--- src/rtl/fss_pkg.sv ---
`timescale 1ns / 1ps

package fss_pkg;

  // pattern and target geometry
  localparam int unsigned PAT_BYTES = 32;
  localparam int unsigned PLEN_W    = 6;
  localparam int unsigned TLEN_W    = 12;
  localparam int unsigned RUN_W     = 6;
  localparam int unsigned SCORE_W   = 18;
  localparam int unsigned FINAL_W   = 19;
  localparam int unsigned CFG_IDX_W = 3;
  localparam int unsigned CFG_DATA_W = 64;

  localparam logic [PLEN_W-1:0] PLEN_CAP   = 6'd32;
  localparam logic [TLEN_W-1:0] TLEN_MAX   = 12'd4095;
  localparam logic [RUN_W-1:0]  RUN_MAX    = 6'd63;

  // per-byte score terms
  localparam logic [10:0] GAIN_BASE      = 11'd10;
  localparam logic [10:0] BONUS_WORD     = 11'd32;
  localparam logic [10:0] BONUS_CAMEL    = 11'd24;

  // final score constants
  localparam logic signed [FINAL_W-1:0] SCORE_EMPTY_PAT = 19'sd1000;
  localparam logic signed [FINAL_W-1:0] SCORE_NO_MATCH  = -19'sd10000;
  localparam logic signed [FINAL_W-1:0] SCORE_EXACT     = 19'sd10000;
  localparam logic signed [FINAL_W-1:0] SCORE_PREFIX    = 19'sd6000;
  localparam logic signed [FINAL_W-1:0] SCORE_CEIL      = 19'sd10000;
  localparam logic signed [FINAL_W-1:0] SCORE_FLOOR     = -19'sd20000;

  // configuration register indexes
  localparam logic [CFG_IDX_W-1:0] CFG_PLEN = 3'd0;
  localparam logic [CFG_IDX_W-1:0] CFG_PAT0 = 3'd1;
  localparam logic [CFG_IDX_W-1:0] CFG_PAT1 = 3'd2;
  localparam logic [CFG_IDX_W-1:0] CFG_PAT2 = 3'd3;
  localparam logic [CFG_IDX_W-1:0] CFG_PAT3 = 3'd4;

  // per-target running state
  typedef struct packed {
    logic [PLEN_W-1:0]         pattern_pos;
    logic signed [SCORE_W-1:0] running_score;
    logic [RUN_W-1:0]          run_length;
    logic [TLEN_W-1:0]         last_match_pos;
    logic                      any_match_seen;
    logic [TLEN_W-1:0]         target_len;
    logic [7:0]                previous_byte;
    logic                      prefix_ok;
    logic                      overflow_seen;
  } fss_state_t;

  localparam fss_state_t STATE_RST = '{
    pattern_pos:    '0,
    running_score:  '0,
    run_length:     '0,
    last_match_pos: '0,
    any_match_seen: 1'b0,
    target_len:     '0,
    previous_byte:  '0,
    prefix_ok:      1'b1,
    overflow_seen:  1'b0
  };

  // one result word
  typedef struct packed {
    logic signed [15:0] match_score;
    logic               matched;
    logic               length_overflow;
  } fss_result_t;

  function automatic logic [7:0] to_lower(input logic [7:0] c);
    return (c >= 8'h41 && c <= 8'h5A) ? c + 8'd32 : c;
  endfunction

  function automatic logic is_upper(input logic [7:0] c);
    return (c >= 8'h41 && c <= 8'h5A);
  endfunction

  function automatic logic is_lower(input logic [7:0] c);
    return (c >= 8'h61 && c <= 8'h7A);
  endfunction

  // space, dash, underscore, dot, slash
  function automatic logic is_sep(input logic [7:0] c);
    return (c == 8'h20) || (c == 8'h2D) || (c == 8'h5F) || (c == 8'h2E) || (c == 8'h2F);
  endfunction

  // byte select out of the packed pattern, zero past the end
  function automatic logic [7:0] pat_byte(input logic [PAT_BYTES*8-1:0] pat,
                                          input logic [PLEN_W-1:0] i);
    logic [7:0] b;
    b = '0;
    if (i < PLEN_CAP) begin
      b = pat[i[4:0]*8 +: 8];
    end
    return b;
  endfunction

endpackage

--- src/rtl/fss_byte_step.sv ---
`timescale 1ns / 1ps

module fss_byte_step (
  input  fss_pkg::fss_state_t                 st_i,
  input  logic [7:0]                          byte_i,
  input  logic                                empty_i,
  input  logic [fss_pkg::PAT_BYTES*8-1:0]     pattern_i,
  input  logic [fss_pkg::PLEN_W-1:0]          plen_i,
  output fss_pkg::fss_state_t                 st_o
);
  import fss_pkg::*;

  logic [TLEN_W-1:0] idx;
  logic [7:0]        lo;
  logic              hit;
  logic [10:0]       bonus;
  logic [10:0]       gain;
  logic [TLEN_W:0]   last_p1;
  logic [TLEN_W-1:0] gap;
  logic [13:0]       pen;

  assign idx     = st_i.target_len;
  assign lo      = to_lower(byte_i);
  assign hit     = (st_i.pattern_pos < plen_i) &&
                   (lo == to_lower(pat_byte(pattern_i, st_i.pattern_pos)));
  assign last_p1 = {1'b0, st_i.last_match_pos} + {{TLEN_W{1'b0}}, 1'b1};

  // position bonus: start, after separator, camelCase hump
  always_comb begin
    if (idx == '0) begin
      bonus = BONUS_WORD;
    end else if (is_sep(st_i.previous_byte)) begin
      bonus = BONUS_WORD;
    end else if (is_upper(byte_i) && is_lower(st_i.previous_byte)) begin
      bonus = BONUS_CAMEL;
    end else begin
      bonus = '0;
    end
  end

  // gap penalty of 3 per skipped byte
  always_comb begin
    gap = '0;
    if (st_i.any_match_seen && ({1'b0, idx} > last_p1)) begin
      gap = idx - st_i.last_match_pos - {{(TLEN_W-1){1'b0}}, 1'b1};
    end
    pen = {1'b0, gap, 1'b0} + {2'b0, gap};
  end

  assign gain = GAIN_BASE + bonus + {1'b0, st_i.run_length, 4'b0};

  // next state after one target byte
  always_comb begin
    st_o = st_i;
    if (!empty_i) begin
      if (idx < TLEN_MAX) begin
        st_o.target_len = idx + {{(TLEN_W-1){1'b0}}, 1'b1};
      end else begin
        st_o.overflow_seen = 1'b1;
      end
      if ((idx < {{(TLEN_W-PLEN_W){1'b0}}, plen_i}) &&
          (lo != to_lower(pat_byte(pattern_i, idx[PLEN_W-1:0])))) begin
        st_o.prefix_ok = 1'b0;
      end
      if (st_i.pattern_pos < plen_i) begin
        if (hit) begin
          st_o.running_score = st_i.running_score
                             + $signed({{(SCORE_W-11){1'b0}}, gain})
                             - $signed({{(SCORE_W-14){1'b0}}, pen});
          if (st_i.run_length < RUN_MAX) begin
            st_o.run_length = st_i.run_length + {{(RUN_W-1){1'b0}}, 1'b1};
          end
          st_o.last_match_pos = idx;
          st_o.any_match_seen = 1'b1;
          st_o.pattern_pos    = st_i.pattern_pos + {{(PLEN_W-1){1'b0}}, 1'b1};
        end else begin
          st_o.run_length = '0;
        end
      end
      st_o.previous_byte = byte_i;
    end
  end

endmodule

--- src/rtl/fss_final_score.sv ---
`timescale 1ns / 1ps

module fss_final_score (
  input  fss_pkg::fss_state_t        st_i,
  input  logic [fss_pkg::PLEN_W-1:0] plen_i,
  output fss_pkg::fss_result_t       res_o
);
  import fss_pkg::*;

  logic [TLEN_W-1:0]         plen_ext;
  logic signed [FINAL_W-1:0] tl_s;
  logic signed [FINAL_W-1:0] excess_s;
  logic signed [FINAL_W-1:0] rs_s;
  logic signed [FINAL_W-1:0] raw;
  logic signed [FINAL_W-1:0] sat;

  assign plen_ext = {{(TLEN_W-PLEN_W){1'b0}}, plen_i};
  assign tl_s     = $signed({{(FINAL_W-TLEN_W){1'b0}}, st_i.target_len});
  assign excess_s = $signed({{(FINAL_W-TLEN_W){1'b0}}, st_i.target_len - plen_ext});
  assign rs_s     = $signed({st_i.running_score[SCORE_W-1], st_i.running_score});

  // decision in order of precedence
  always_comb begin
    priority if (plen_i == '0) begin
      raw = SCORE_EMPTY_PAT;
    end else if (st_i.target_len == '0) begin
      raw = SCORE_NO_MATCH;
    end else if (plen_ext > st_i.target_len) begin
      raw = SCORE_NO_MATCH;
    end else if (st_i.prefix_ok && (st_i.target_len == plen_ext)) begin
      raw = SCORE_EXACT - tl_s;
    end else if (st_i.prefix_ok) begin
      raw = SCORE_PREFIX - tl_s;
    end else if (st_i.pattern_pos < plen_i) begin
      raw = SCORE_NO_MATCH;
    end else begin
      raw = rs_s - excess_s;
    end
  end

  // clamp to the output range
  always_comb begin
    priority if (raw > SCORE_CEIL) begin
      sat = SCORE_CEIL;
    end else if (raw < SCORE_FLOOR) begin
      sat = SCORE_FLOOR;
    end else begin
      sat = raw;
    end
  end

  assign res_o.match_score     = sat[15:0];
  assign res_o.matched         = (sat > SCORE_NO_MATCH);
  assign res_o.length_overflow = st_i.overflow_seen;

endmodule

--- src/rtl/fuzzy_subsequence_score_unit.sv ---
`timescale 1ns / 1ps

// fuzzy subsequence scorer for a streamed target string
// program the pattern through the write port: index 0 takes the length
// (0..63, above 32 acts as 32), indexes 1..4 take pattern bytes 8 at a time, byte 0 lowest
// target bytes enter at most one per cycle on the in channel; end_of_target
// flags the last byte, empty_target ends a target without adding a byte
// each ended target yields one word on the out channel: the score, a match
// flag and a flag for a target longer than 4095 bytes
// a word is latched in the input register, scored in one pass of logic
// against the running per-target state, and lands in the result register:
// out_valid_o rises once the closing word moves on into the result register;
// one word per cycle sustained while the receiver keeps up
// a stalled receiver holds the result register; the input register keeps
// taking one more word, then in_ready_o drops until the result is taken
// reset clears the pattern, the per-target state and both valid flags
// write the pattern only while nothing is in flight; a write in the middle
// of a target applies to the bytes that follow and to the final score
module fuzzy_subsequence_score_unit (
  input  logic                                clk_i,
  input  logic                                rst_ni,
  input  logic                                cfg_we_i,
  input  logic [fss_pkg::CFG_IDX_W-1:0]       cfg_idx_i,
  input  logic [fss_pkg::CFG_DATA_W-1:0]      cfg_wdata_i,
  input  logic                                in_valid_i,
  output logic                                in_ready_o,
  input  logic [7:0]                          target_byte_i,
  input  logic                                end_of_target_i,
  input  logic                                empty_target_i,
  output logic                                out_valid_o,
  input  logic                                out_ready_i,
  output logic signed [15:0]                  match_score_o,
  output logic                                matched_o,
  output logic                                length_overflow_o
);
  import fss_pkg::*;

  logic [PLEN_W-1:0]          plen_reg_q;
  logic [PAT_BYTES*8-1:0]     pattern_q;
  logic [PLEN_W-1:0]          plen_eff;

  logic                       item_valid_q;
  logic [7:0]                 byte_q;
  logic                       eot_q;
  logic                       empty_q;

  fss_state_t                 state_q;
  fss_state_t                 state_upd;
  fss_result_t                res;
  fss_result_t                out_q;
  logic                       out_valid_q;

  logic                       adv;
  logic                       ends;
  logic                       in_fire;

  // configuration registers
  always_ff @(posedge clk_i or negedge rst_ni) begin
    if (!rst_ni) begin
      plen_reg_q <= '0;
      pattern_q  <= '0;
    end else if (cfg_we_i) begin
      unique case (cfg_idx_i)
        CFG_PLEN: plen_reg_q <= cfg_wdata_i[PLEN_W-1:0];
        CFG_PAT0: pattern_q[0*CFG_DATA_W +: CFG_DATA_W] <= cfg_wdata_i;
        CFG_PAT1: pattern_q[1*CFG_DATA_W +: CFG_DATA_W] <= cfg_wdata_i;
        CFG_PAT2: pattern_q[2*CFG_DATA_W +: CFG_DATA_W] <= cfg_wdata_i;
        CFG_PAT3: pattern_q[3*CFG_DATA_W +: CFG_DATA_W] <= cfg_wdata_i;
        default: ;
      endcase
    end
  end

  assign plen_eff = (plen_reg_q > PLEN_CAP) ? PLEN_CAP : plen_reg_q;

  // handshake: advance when the result slot is free or draining
  assign adv        = item_valid_q && (!out_valid_q || out_ready_i);
  assign ends       = eot_q || empty_q;
  assign in_ready_o = !item_valid_q || adv;
  assign in_fire    = in_valid_i && in_ready_o;

  // input register
  always_ff @(posedge clk_i or negedge rst_ni) begin
    if (!rst_ni) begin
      item_valid_q <= 1'b0;
    end else if (in_fire) begin
      item_valid_q <= 1'b1;
    end else if (adv) begin
      item_valid_q <= 1'b0;
    end
  end

  always_ff @(posedge clk_i) begin
    if (in_fire) begin
      byte_q  <= target_byte_i;
      eot_q   <= end_of_target_i;
      empty_q <= empty_target_i;
    end
  end

  fss_byte_step u_step (
    .st_i      (state_q),
    .byte_i    (byte_q),
    .empty_i   (empty_q),
    .pattern_i (pattern_q),
    .plen_i    (plen_eff),
    .st_o      (state_upd)
  );

  fss_final_score u_final (
    .st_i   (state_upd),
    .plen_i (plen_eff),
    .res_o  (res)
  );

  // per-target state, cleared when a target ends
  always_ff @(posedge clk_i or negedge rst_ni) begin
    if (!rst_ni) begin
      state_q <= STATE_RST;
    end else if (adv) begin
      state_q <= ends ? STATE_RST : state_upd;
    end
  end

  // result register
  always_ff @(posedge clk_i or negedge rst_ni) begin
    if (!rst_ni) begin
      out_valid_q <= 1'b0;
    end else if (adv && ends) begin
      out_valid_q <= 1'b1;
    end else if (out_ready_i) begin
      out_valid_q <= 1'b0;
    end
  end

  always_ff @(posedge clk_i) begin
    if (adv && ends) begin
      out_q <= res;
    end
  end

  assign out_valid_o       = out_valid_q;
  assign match_score_o     = out_q.match_score;
  assign matched_o         = out_q.matched;
  assign length_overflow_o = out_q.length_overflow;

endmodule

--- config.mk ---
export PLATFORM = sky130hd
export DESIGN_NAME = fuzzy_subsequence_score_unit
export DESIGN_NICKNAME = d
export VERILOG_FILES = /design/src/rtl/fss_pkg.sv /design/src/rtl/fss_byte_step.sv /design/src/rtl/fss_final_score.sv /design/src/rtl/fuzzy_subsequence_score_unit.sv
export SDC_FILE = /design/constraint.sdc
export NUM_CORES = 1
export LEC_CHECK = 0
export BUFFER_PORTS_ARGS = -buffer_cell sky130_fd_sc_hd__buf_2
export CAP_MARGIN = 10
export CELL_PAD_IN_SITES_DETAIL_PLACEMENT = 2
export CELL_PAD_IN_SITES_GLOBAL_PLACEMENT = 2
export CORE_MARGIN = 2
export CORE_UTILIZATION = 35
export CTS_BUF_LIST = sky130_fd_sc_hd__clkbuf_4 sky130_fd_sc_hd__clkbuf_8
export DETAILED_ROUTE_END_ITERATION = 6
export PLACE_DENSITY = 0.68
export SETUP_SLACK_MARGIN = 0.02
export SLEW_MARGIN = 15
export SYNTH_ARGS = -nofsm -noshare
export SYNTH_HDL_FRONTEND = slang
export SYNTH_SLANG_ARGS = --single-unit
--- constraint.sdc ---
create_clock -name clk_i -period 9.1 [get_ports clk_i]
set_clock_uncertainty 0.2 [all_clocks]
set_input_delay 0.455 -clock clk_i [delete_from_list [all_inputs] [get_ports clk_i]]
set_output_delay 0.455 -clock clk_i [all_outputs]
set_load 0.03 [all_outputs]
==> results of run 1 <==
-- flip-flops by register name, summed over array words and instances, names as in the netlist --
signal,flops
pattern_q,256
state_q,65
match_score_o,16
byte_q,8
plen_reg_q,6
empty_q,1
eot_q,1
item_valid_q,1
length_overflow_o,1
matched_o,1
out_valid_o,1
-- metrics by stage --
stage / util, % / std cells
global placement: 39.0 / 3262
global route: 43.8 / 3497
finish: 43.8 / 3497
floorplan: - / 2218
CTS: 42.9 / 3474
detailed placement: 39.0 / 3262
-- worst max-delay path, delay by kind of cell, from the launching register on --
kind	cells	cell delay, ns
DFF	1	0.35
muxes	1	0.29
buffers and inverters	4	0.55
adders and majority gates	6	1.73
and+or+nand+nor	15	2.92
AOI/OAI and AO/OA	12	2.31
xor gates and xnor gates	3	0.54
-- power breakdown --
group / switching (mW) / leakage [nW] / internal, mW
Combinational: 0.872 / 7.18 / 0.800
Sequential: 0.270 / 4.32 / 1.90
Clock: 0.836 / 0.855 / 1.06
Total: 1.98 / 12.4 / 3.77
-- cells by family after synthesis --
logic type,after synthesis,share of synthesized area (%)
mux,491,25.1
buf+inv,191,3.44
xor+xnor,97,3.51
fa+ha+maj,115,6.32
compound gates,455,13.3
simple gates,512,10.8
flops,357,37.5
-- cell usage after synthesis (18+ instances only) --
| cell | instances |
|---|---|
| sky130_fd_sc_hd__a21o_1 | 33 |
| sky130_fd_sc_hd__a21oi_1 | 73 |
| sky130_fd_sc_hd__a22o_1 | 33 |
| sky130_fd_sc_hd__a22oi_1 | 58 |
| sky130_fd_sc_hd__and2_1 | 21 |
| sky130_fd_sc_hd__buf_2 | 24 |
| sky130_fd_sc_hd__clkbuf_1 | 74 |
| sky130_fd_sc_hd__dfrtp_1 | 328 |
| sky130_fd_sc_hd__edfxtp_1 | 28 |
| sky130_fd_sc_hd__ha_1 | 103 |
| sky130_fd_sc_hd__inv_1 | 65 |
| sky130_fd_sc_hd__mux2_2 | 276 |
| sky130_fd_sc_hd__mux2i_1 | 149 |
| sky130_fd_sc_hd__mux4_2 | 65 |
| sky130_fd_sc_hd__nand2_1 | 130 |
| sky130_fd_sc_hd__nand2b_1 | 20 |
| sky130_fd_sc_hd__nand3_1 | 79 |
| sky130_fd_sc_hd__nand4_1 | 19 |
| sky130_fd_sc_hd__nor2_1 | 97 |
| sky130_fd_sc_hd__nor2b_1 | 24 |
| sky130_fd_sc_hd__nor3_1 | 25 |
| sky130_fd_sc_hd__nor4_1 | 18 |
| sky130_fd_sc_hd__o21a_1 | 18 |
| sky130_fd_sc_hd__o21ai_0 | 78 |
| sky130_fd_sc_hd__xnor2_1 | 75 |
| sky130_fd_sc_hd__xor2_1 | 22 |
-- cell type report --
cell class,instances,area share [%]
Antenna cell,1,0.00834
Clock buffer,108,4.56
Clock inverter,22,0.813
Inverter,67,0.850
Multi-Input combinational cell,1670,50.0
Sequential cell,357,30.3
Tap cell,882,3.68
Timing Repair Buffer,390,9.83
-- what timing repair did --
action | CTS | global route
hold buffers | 78 | 0
resized for setup | 44 | 112
pin swaps | 25 | 62
hold endpoints to repair | 379 | 0
buffers inserted | 4 | 22
endpoints found under the setup margin | 16 | 17
-- worst max path at each step --
stage | to | slack, ns | start
after floorplan | match_score_o[4]$_DFFE_PP_ | 0.06 | state_q[11]$_DFFE_PN0P_
after global placement | matched_o$_DFFE_PP_ | -0.09 | state_q[26]$_DFFE_PN0P_
after detailed placement | matched_o$_DFFE_PP_ | -0.26 | state_q[26]$_DFFE_PN0P_
after CTS | matched_o$_DFFE_PP_ | 0.03 | state_q[26]$_DFFE_PN0P_
after global routing | matched_o$_DFFE_PP_ | -0.37 | state_q[25]$_DFFE_PN0P_
final | matched_o$_DFFE_PP_ | 0.01 | state_q[26]$_DFFE_PN0P_
-- layer usage --
metal	vias to the layer above	GRT usage, %	part of all wire (%)
met5	-	0	0
met4	0	10.8	4.5
met1	10716	31.9	41
li1	9048	-	-
met3	217	3.50	3.4
met2	442	48.3	52
==> flow_results.xml, run 1 <==
<?xml version="1.0" encoding="UTF-8"?>
<metrics>
  <group name="outcome">
    <metric name="outcome" unit="">finished clean</metric>
  </group>
  <group name="clock_network">
    <metric name="worst_skew_pair.late_latency" unit="ns">0.72</metric>
    <metric name="cts.sink_count" unit="">357</metric>
    <metric name="tritoncts.num_buffers" unit="">71</metric>
    <metric name="tritoncts_clock_tree" unit="">yes</metric>
    <metric name="htree_num_levels" unit="">3</metric>
    <metric name="clockBufferDepth" unit="">3</metric>
    <metric name="path_clk_slew" unit="ns">0.06</metric>
    <metric name="root_cell_of_the_clock_tree" unit="">sky130_fd_sc_hd__clkbuf_8</metric>
  </group>
  <group name="timing">
    <metric name="setup_viol" unit="">0</metric>
    <metric name="hold_violations" unit="">0</metric>
    <metric name="clock.fmax" unit="MHz">110</metric>
    <metric name="relSlewSlack" unit="%">20.3</metric>
    <metric name="final_period_minus_worst_setup_slack" unit="ns">9.09</metric>
    <metric name="hold_ws" unit="ns">0.111</metric>
    <metric name="drv_slew" unit="">0</metric>
    <metric name="tns_setup" unit="ns">0</metric>
    <metric name="finalCritPeriodShare" unit="%">99.9</metric>
    <metric name="grt_setup_unrepaired" unit="">true</metric>
    <metric name="setup_ws" unit="ns">0.0123</metric>
    <metric name="tightest_slew" unit="ns">1.20</metric>
  </group>
  <group name="die">
    <metric name="design.core.area" unit="µm²">68500</metric>
    <metric name="fp.dieArea" unit="µm²">71200</metric>
    <metric name="num_io_pins" unit="">102</metric>
    <metric name="die_width" unit="µm">267</metric>
    <metric name="initial_core_util" unit="%">35.3</metric>
    <metric name="row_count" unit="">96</metric>
    <metric name="die_y" unit="µm">267</metric>
  </group>
  <group name="yosys">
    <metric name="synth_fp_nets" unit="">2415</metric>
    <metric name="edff_count_synth" unit="">28</metric>
    <metric name="post_synth_num_cell_types" unit="">92</metric>
    <metric name="synth_top_cell_area_share" unit="%">33.9</metric>
    <metric name="synth.cell_area" unit="µm²">24200</metric>
    <metric name="synth.ff_latch_count" unit="">357</metric>
    <metric name="synth_top_cell_by_area" unit="">sky130_fd_sc_hd__dfrtp_1</metric>
    <metric name="syn_inst" unit="">2218</metric>
    <metric name="synthArstFlopShare" unit="%">92.2</metric>
    <metric name="synthFlopType" unit="">sky130_fd_sc_hd__dfrtp_1</metric>
    <metric name="post_synth_main_area_contributors" unit="">sky130_fd_sc_hd__dfrtp_1 (34%), sky130_fd_sc_hd__mux2_2 (13%), sky130_fd_sc_hd__mux2i_1 (6.2%)</metric>
    <metric name="synth.yosys.warnings" unit="">0</metric>
    <metric name="synth_area_per_cell" unit="µm²">10.9</metric>
    <metric name="sequential_fraction_of_the_synthesis_area" unit="%">37.5</metric>
  </group>
  <group name="placement">
    <metric name="place.port_buffers" unit="">101</metric>
    <metric name="place_area" unit="µm²">26700</metric>
    <metric name="dp_slack" unit="ns">-0.260</metric>
    <metric name="hpwl" unit="µm">66500</metric>
    <metric name="globalplace.congestion" unit="">0.858</metric>
  </group>
  <group name="global_routing">
    <metric name="wire_length_of_the_first_global_routing_pass" unit="µm">145000</metric>
    <metric name="grt_start_max_net_pins" unit="">146</metric>
    <metric name="grt.overflow.total" unit="">0</metric>
    <metric name="global_route_usage_over_all_layers" unit="%">26.7</metric>
    <metric name="via_count_of_the_first_global_routing_pass" unit="">22941</metric>
    <metric name="grt_antenna_before_repair" unit="">1</metric>
  </group>
  <group name="power_and_ir_drop">
    <metric name="p_leak" unit="nW">12.4</metric>
    <metric name="power" unit="mW">5.74</metric>
    <metric name="peakVddDrop" unit="mV">0.125</metric>
    <metric name="power.density" unit="nW/µm²">191</metric>
  </group>
  <group name="cells_and_area">
    <metric name="finish.instance_area" unit="µm²">30000</metric>
    <metric name="drive_gt1_share" unit="%">35.3</metric>
    <metric name="finalNetCount" unit="">2754</metric>
    <metric name="area.sequential" unit="µm²">9090</metric>
    <metric name="layout_commonest_cell" unit="">sky130_fd_sc_hd__dfrtp_1</metric>
    <metric name="multi_input_comb_area" unit="µm²">15000</metric>
    <metric name="filler_cell_count" unit="">7031</metric>
    <metric name="mostFrequentLayoutCells" unit="">sky130_fd_sc_hd__dfrtp_1 (323), sky130_fd_sc_hd__mux2_2 (273), sky130_fd_sc_hd__buf_4 (199)</metric>
    <metric name="synthesis_to_finish_area_growth" unit="%">24.1</metric>
  </group>
  <group name="detailed_routing">
    <metric name="dr.pass1.iters" unit="">5</metric>
    <metric name="route.detailed.drc" unit="">0</metric>
    <metric name="viasPerCell" unit="">5.84</metric>
    <metric name="avgRoutedWirePerCell" unit="µm">27.3</metric>
    <metric name="drtAntennaViolNets" unit="">0</metric>
    <metric name="via_count" unit="">20423</metric>
    <metric name="drt_iter0_markers" unit="">949</metric>
    <metric name="total_wire_length" unit="µm">95600</metric>
  </group>
  <group name="critical_path">
    <metric name="worst_r2r_path_depth" unit="">41</metric>
    <metric name="timing.critical_path.mode_cell" unit="">sky130_fd_sc_hd__ha_4</metric>
    <metric name="worst_r2r_endpoint" unit="">matched_o$_DFFE_PP_</metric>
    <metric name="crit_required" unit="ns">9.40</metric>
    <metric name="worst_r2r_startpoint" unit="">state_q[26]$_DFFE_PN0P_</metric>
    <metric name="setup.worst_path.class" unit="">reg -&gt; reg</metric>
    <metric name="critPathSlowestCell" unit="">sky130_fd_sc_hd__fa_1</metric>
    <metric name="startpoint_type" unit="">register</metric>
    <metric name="crit_path_end_kind" unit="">register</metric>
    <metric name="r2r_slack" unit="ns">0.01</metric>
    <metric name="crit_path_max_fanout" unit="">5</metric>
    <metric name="worst_ep_arrival_time" unit="ns">9.39</metric>
    <metric name="critical-path-max-stage-delay" unit="ns">0.50</metric>
  </group>
  <group name="hold_path">
    <metric name="hold_path.class" unit="">in -&gt; reg</metric>
    <metric name="timing.hold.worst_path_depth" unit="">3</metric>
    <metric name="min-delay-start" unit="">cfg_idx_i[0]</metric>
    <metric name="holdPathEnd" unit="">pattern_q[72]$_DFFE_PN0P_</metric>
  </group>
  <group name="run">
    <metric name="cap_violations" unit="">0</metric>
  </group>
</metrics>
Power figures use the tool's default switching activity.
==> run 2: changes to the inputs <==
- CTS_CLUSTER_DIAMETER: default -> 30
- SETUP_SLACK_MARGIN: 0.02 -> 0.2
==> flow_results.xml, run 2 (synthesis results as in run 1) <==
<?xml version="1.0" encoding="UTF-8"?>
<metrics>
  <group name="power_and_ir_drop">
    <metric name="swShare" unit="%">32.4</metric>
    <metric name="p_int" unit="mW">4.42</metric>
    <metric name="power.density" unit="nW/µm²">212</metric>
    <metric name="clock_network_fraction_of_design_power" unit="%">40.9</metric>
    <metric name="peakVddDrop" unit="mV">0.143</metric>
    <metric name="comb_power_share" unit="%">25.8</metric>
    <metric name="power" unit="mW">6.53</metric>
    <metric name="seq_power_share" unit="%">33.4</metric>
    <metric name="p_leak" unit="nW">12.6</metric>
    <metric name="p_switching" unit="mW">2.11</metric>
  </group>
  <group name="timing">
    <metric name="clock.fmax" unit="MHz">108</metric>
    <metric name="grt_setup_unrepaired" unit="">true</metric>
    <metric name="hold_ws" unit="ns">0.112</metric>
    <metric name="setup_ws" unit="ns">-0.174</metric>
    <metric name="tightest_slew" unit="ns">1.16</metric>
    <metric name="finalCritPeriodShare" unit="%">102</metric>
    <metric name="drv_slew" unit="">0</metric>
    <metric name="setup_viol" unit="">2</metric>
    <metric name="relSlewSlack" unit="%">22.5</metric>
    <metric name="final_period_minus_worst_setup_slack" unit="ns">9.27</metric>
    <metric name="hold_violations" unit="">0</metric>
  </group>
  <group name="critical_path">
    <metric name="critical-path-max-stage-delay" unit="ns">0.55</metric>
    <metric name="r2r_slack" unit="ns">-0.17</metric>
    <metric name="worst_r2r_startpoint" unit="">state_q[26]$_DFFE_PN0P_</metric>
    <metric name="crit_required" unit="ns">9.42</metric>
    <metric name="family_with_the_most_delay_on_the_worst_path" unit="">simple AND/OR/NAND/NOR gates</metric>
    <metric name="worst_ep_arrival_time" unit="ns">9.60</metric>
    <metric name="timing.critical_path.mode_cell" unit="">sky130_fd_sc_hd__buf_4</metric>
    <metric name="crit_path_max_fanout" unit="">5</metric>
    <metric name="worst_r2r_path_depth" unit="">43</metric>
    <metric name="critPathSlowestCell" unit="">sky130_fd_sc_hd__or4_4</metric>
    <metric name="crit_path_end_kind" unit="">register</metric>
    <metric name="setup.worst_path.class" unit="">reg -&gt; reg</metric>
    <metric name="startpoint_type" unit="">register</metric>
    <metric name="worst_r2r_endpoint" unit="">matched_o$_DFFE_PP_</metric>
    <metric name="worstPathBufferInverterCount" unit="">6</metric>
  </group>
  <group name="clock_network">
    <metric name="worst_skew_pair.late_latency" unit="ns">0.73</metric>
    <metric name="cts.sink_count" unit="">357</metric>
    <metric name="path_clk_slew" unit="ns">0.07</metric>
    <metric name="clockBufferDepth" unit="">3</metric>
    <metric name="tritoncts.num_buffers" unit="">92</metric>
    <metric name="root_cell_of_the_clock_tree" unit="">sky130_fd_sc_hd__clkbuf_8</metric>
    <metric name="tritoncts_clock_tree" unit="">yes</metric>
    <metric name="htree_num_levels" unit="">3</metric>
  </group>
  <group name="die">
    <metric name="initial_core_util" unit="%">35.3</metric>
    <metric name="num_io_pins" unit="">102</metric>
    <metric name="fp.dieArea" unit="µm²">71200</metric>
    <metric name="die_y" unit="µm">267</metric>
    <metric name="design.core.area" unit="µm²">68500</metric>
    <metric name="row_count" unit="">96</metric>
    <metric name="die_width" unit="µm">267</metric>
  </group>
  <group name="global_routing">
    <metric name="wire_length_of_the_first_global_routing_pass" unit="µm">148000</metric>
    <metric name="global_route_usage_over_all_layers" unit="%">27.6</metric>
    <metric name="via_count_of_the_first_global_routing_pass" unit="">23444</metric>
    <metric name="grt.overflow.total" unit="">0</metric>
    <metric name="grt_start_max_net_pins" unit="">78</metric>
    <metric name="grt_antenna_before_repair" unit="">1</metric>
  </group>
  <group name="detailed_routing">
    <metric name="viasPerCell" unit="">5.87</metric>
    <metric name="drt_iter0_markers" unit="">1027</metric>
    <metric name="via_count" unit="">20652</metric>
    <metric name="drtAntennaViolNets" unit="">0</metric>
    <metric name="dr.pass1.iters" unit="">4</metric>
    <metric name="total_wire_length" unit="µm">98200</metric>
    <metric name="avgRoutedWirePerCell" unit="µm">27.9</metric>
    <metric name="route.detailed.drc" unit="">0</metric>
  </group>
  <group name="cells_and_area">
    <metric name="layout_commonest_cell" unit="">sky130_fd_sc_hd__dfrtp_1</metric>
    <metric name="finish.instance_area" unit="µm²">30800</metric>
    <metric name="finalNetCount" unit="">2757</metric>
    <metric name="largest_reg_flops" unit="">256</metric>
    <metric name="drive_gt1_share" unit="%">35.9</metric>
    <metric name="largest-register" unit="">pattern_q</metric>
    <metric name="mostFrequentLayoutCells" unit="">sky130_fd_sc_hd__dfrtp_1 (324), sky130_fd_sc_hd__mux2_2 (273), sky130_fd_sc_hd__buf_4 (179)</metric>
    <metric name="synthesis_to_finish_area_growth" unit="%">27.2</metric>
  </group>
  <group name="hold_path">
    <metric name="hold_path.class" unit="">in -&gt; async</metric>
  </group>
  <group name="run">
    <metric name="cap_violations" unit="">0</metric>
  </group>
  <group name="placement">
    <metric name="place_area" unit="µm²">26600</metric>
    <metric name="place.port_buffers" unit="">101</metric>
    <metric name="hpwl" unit="µm">66700</metric>
    <metric name="globalplace.congestion" unit="">0.859</metric>
  </group>
  <group name="outcome">
    <metric name="failing_checks" unit="">negative setup slack</metric>
    <metric name="outcome" unit="">complete, but fails checks</metric>
  </group>
</metrics>
[run 2: timing repair]
action	CTS	global route
endpoints found under the setup margin	17	17
hold buffers	78	0
buffers inserted	16	9
pin swaps	57	46
resized for setup	72	84
endpoints found under the hold margin	348	0
[run 2: worst max-delay path by stage]
stage                             from                  end  slack, ns  cells past startpoint
2_1_floorplan  state_q[25]$_DFFE_PN0P_  matched_o$_DFFE_PP_       0.23                     42
3_3_place_gp   state_q[26]$_DFFE_PN0P_  matched_o$_DFFE_PP_      -0.02                     42
3_5_place_dp   state_q[26]$_DFFE_PN0P_  matched_o$_DFFE_PP_      -0.44                     43
4_1_cts        state_q[27]$_DFFE_PN0P_  matched_o$_DFFE_PP_       0.08                     42
5_1_grt        state_q[26]$_DFFE_PN0P_  matched_o$_DFFE_PP_      -0.57                     46
6_report       state_q[26]$_DFFE_PN0P_  matched_o$_DFFE_PP_      -0.17                     43
[run 2: power groups by stage]
stage	sequential, mW	clock (mW)	combinational, mW
after global placement	2.15	0	1.47
final	2.18	2.67	1.68
after CTS	2.16	2.70	1.62
after global routing	2.21	2.80	1.82
after floorplan	2.10	0	1.01
after detailed placement	2.18	0	1.54
[run 2: area by class of cell]
type / instances / area [µm²]
inverter: 67 / 251
multi-input combinational: 1670 / 15100
timing repair buffer: 372 / 2820
tap: 882 / 1100
clock buffer: 111 / 1460
clock inverter: 59 / 947
sequential: 357 / 9090
fill: 6966 / 37700
antenna: 1 / 2.50
[run 2: worst register-to-register path, delay by kind of cell (launching register included)]
family	cells	cell delay, ns
compound gates	13	2.40
simple gates	14	2.85
fa+ha+maj	6	1.82
flops	1	0.35
buf+inv	6	0.82
mux	1	0.21
xor+xnor	3	0.46
[run 2: metrics by stage]
step / cells / setup slack (ns) / setup TNS [ns] / utilization [%]
6_report: 3519 / -0.174 / -0.196 / 44.9
5_1_grt: 3519 / -0.573 / -5.77 / 44.9
4_1_cts: 3509 / 0.0831 / 0 / 44.2
3_5_place_dp: 3245 / -0.445 / -4.10 / 38.9
3_3_place_gp: 3245 / -0.0182 / -0.0182 / 38.9
2_1_floorplan: 2218 / 0.235 / 0 / -
[run 2: metal layers]
metal  wire (µm)  vias to the layer above  track usage, %
li1            -                     9075               -
met1       38000                    10783            31.3
met2       51400                      534            50.3
met3        3900                      260            4.52
met4        4950                        0            12.8
met5           0                        -               0
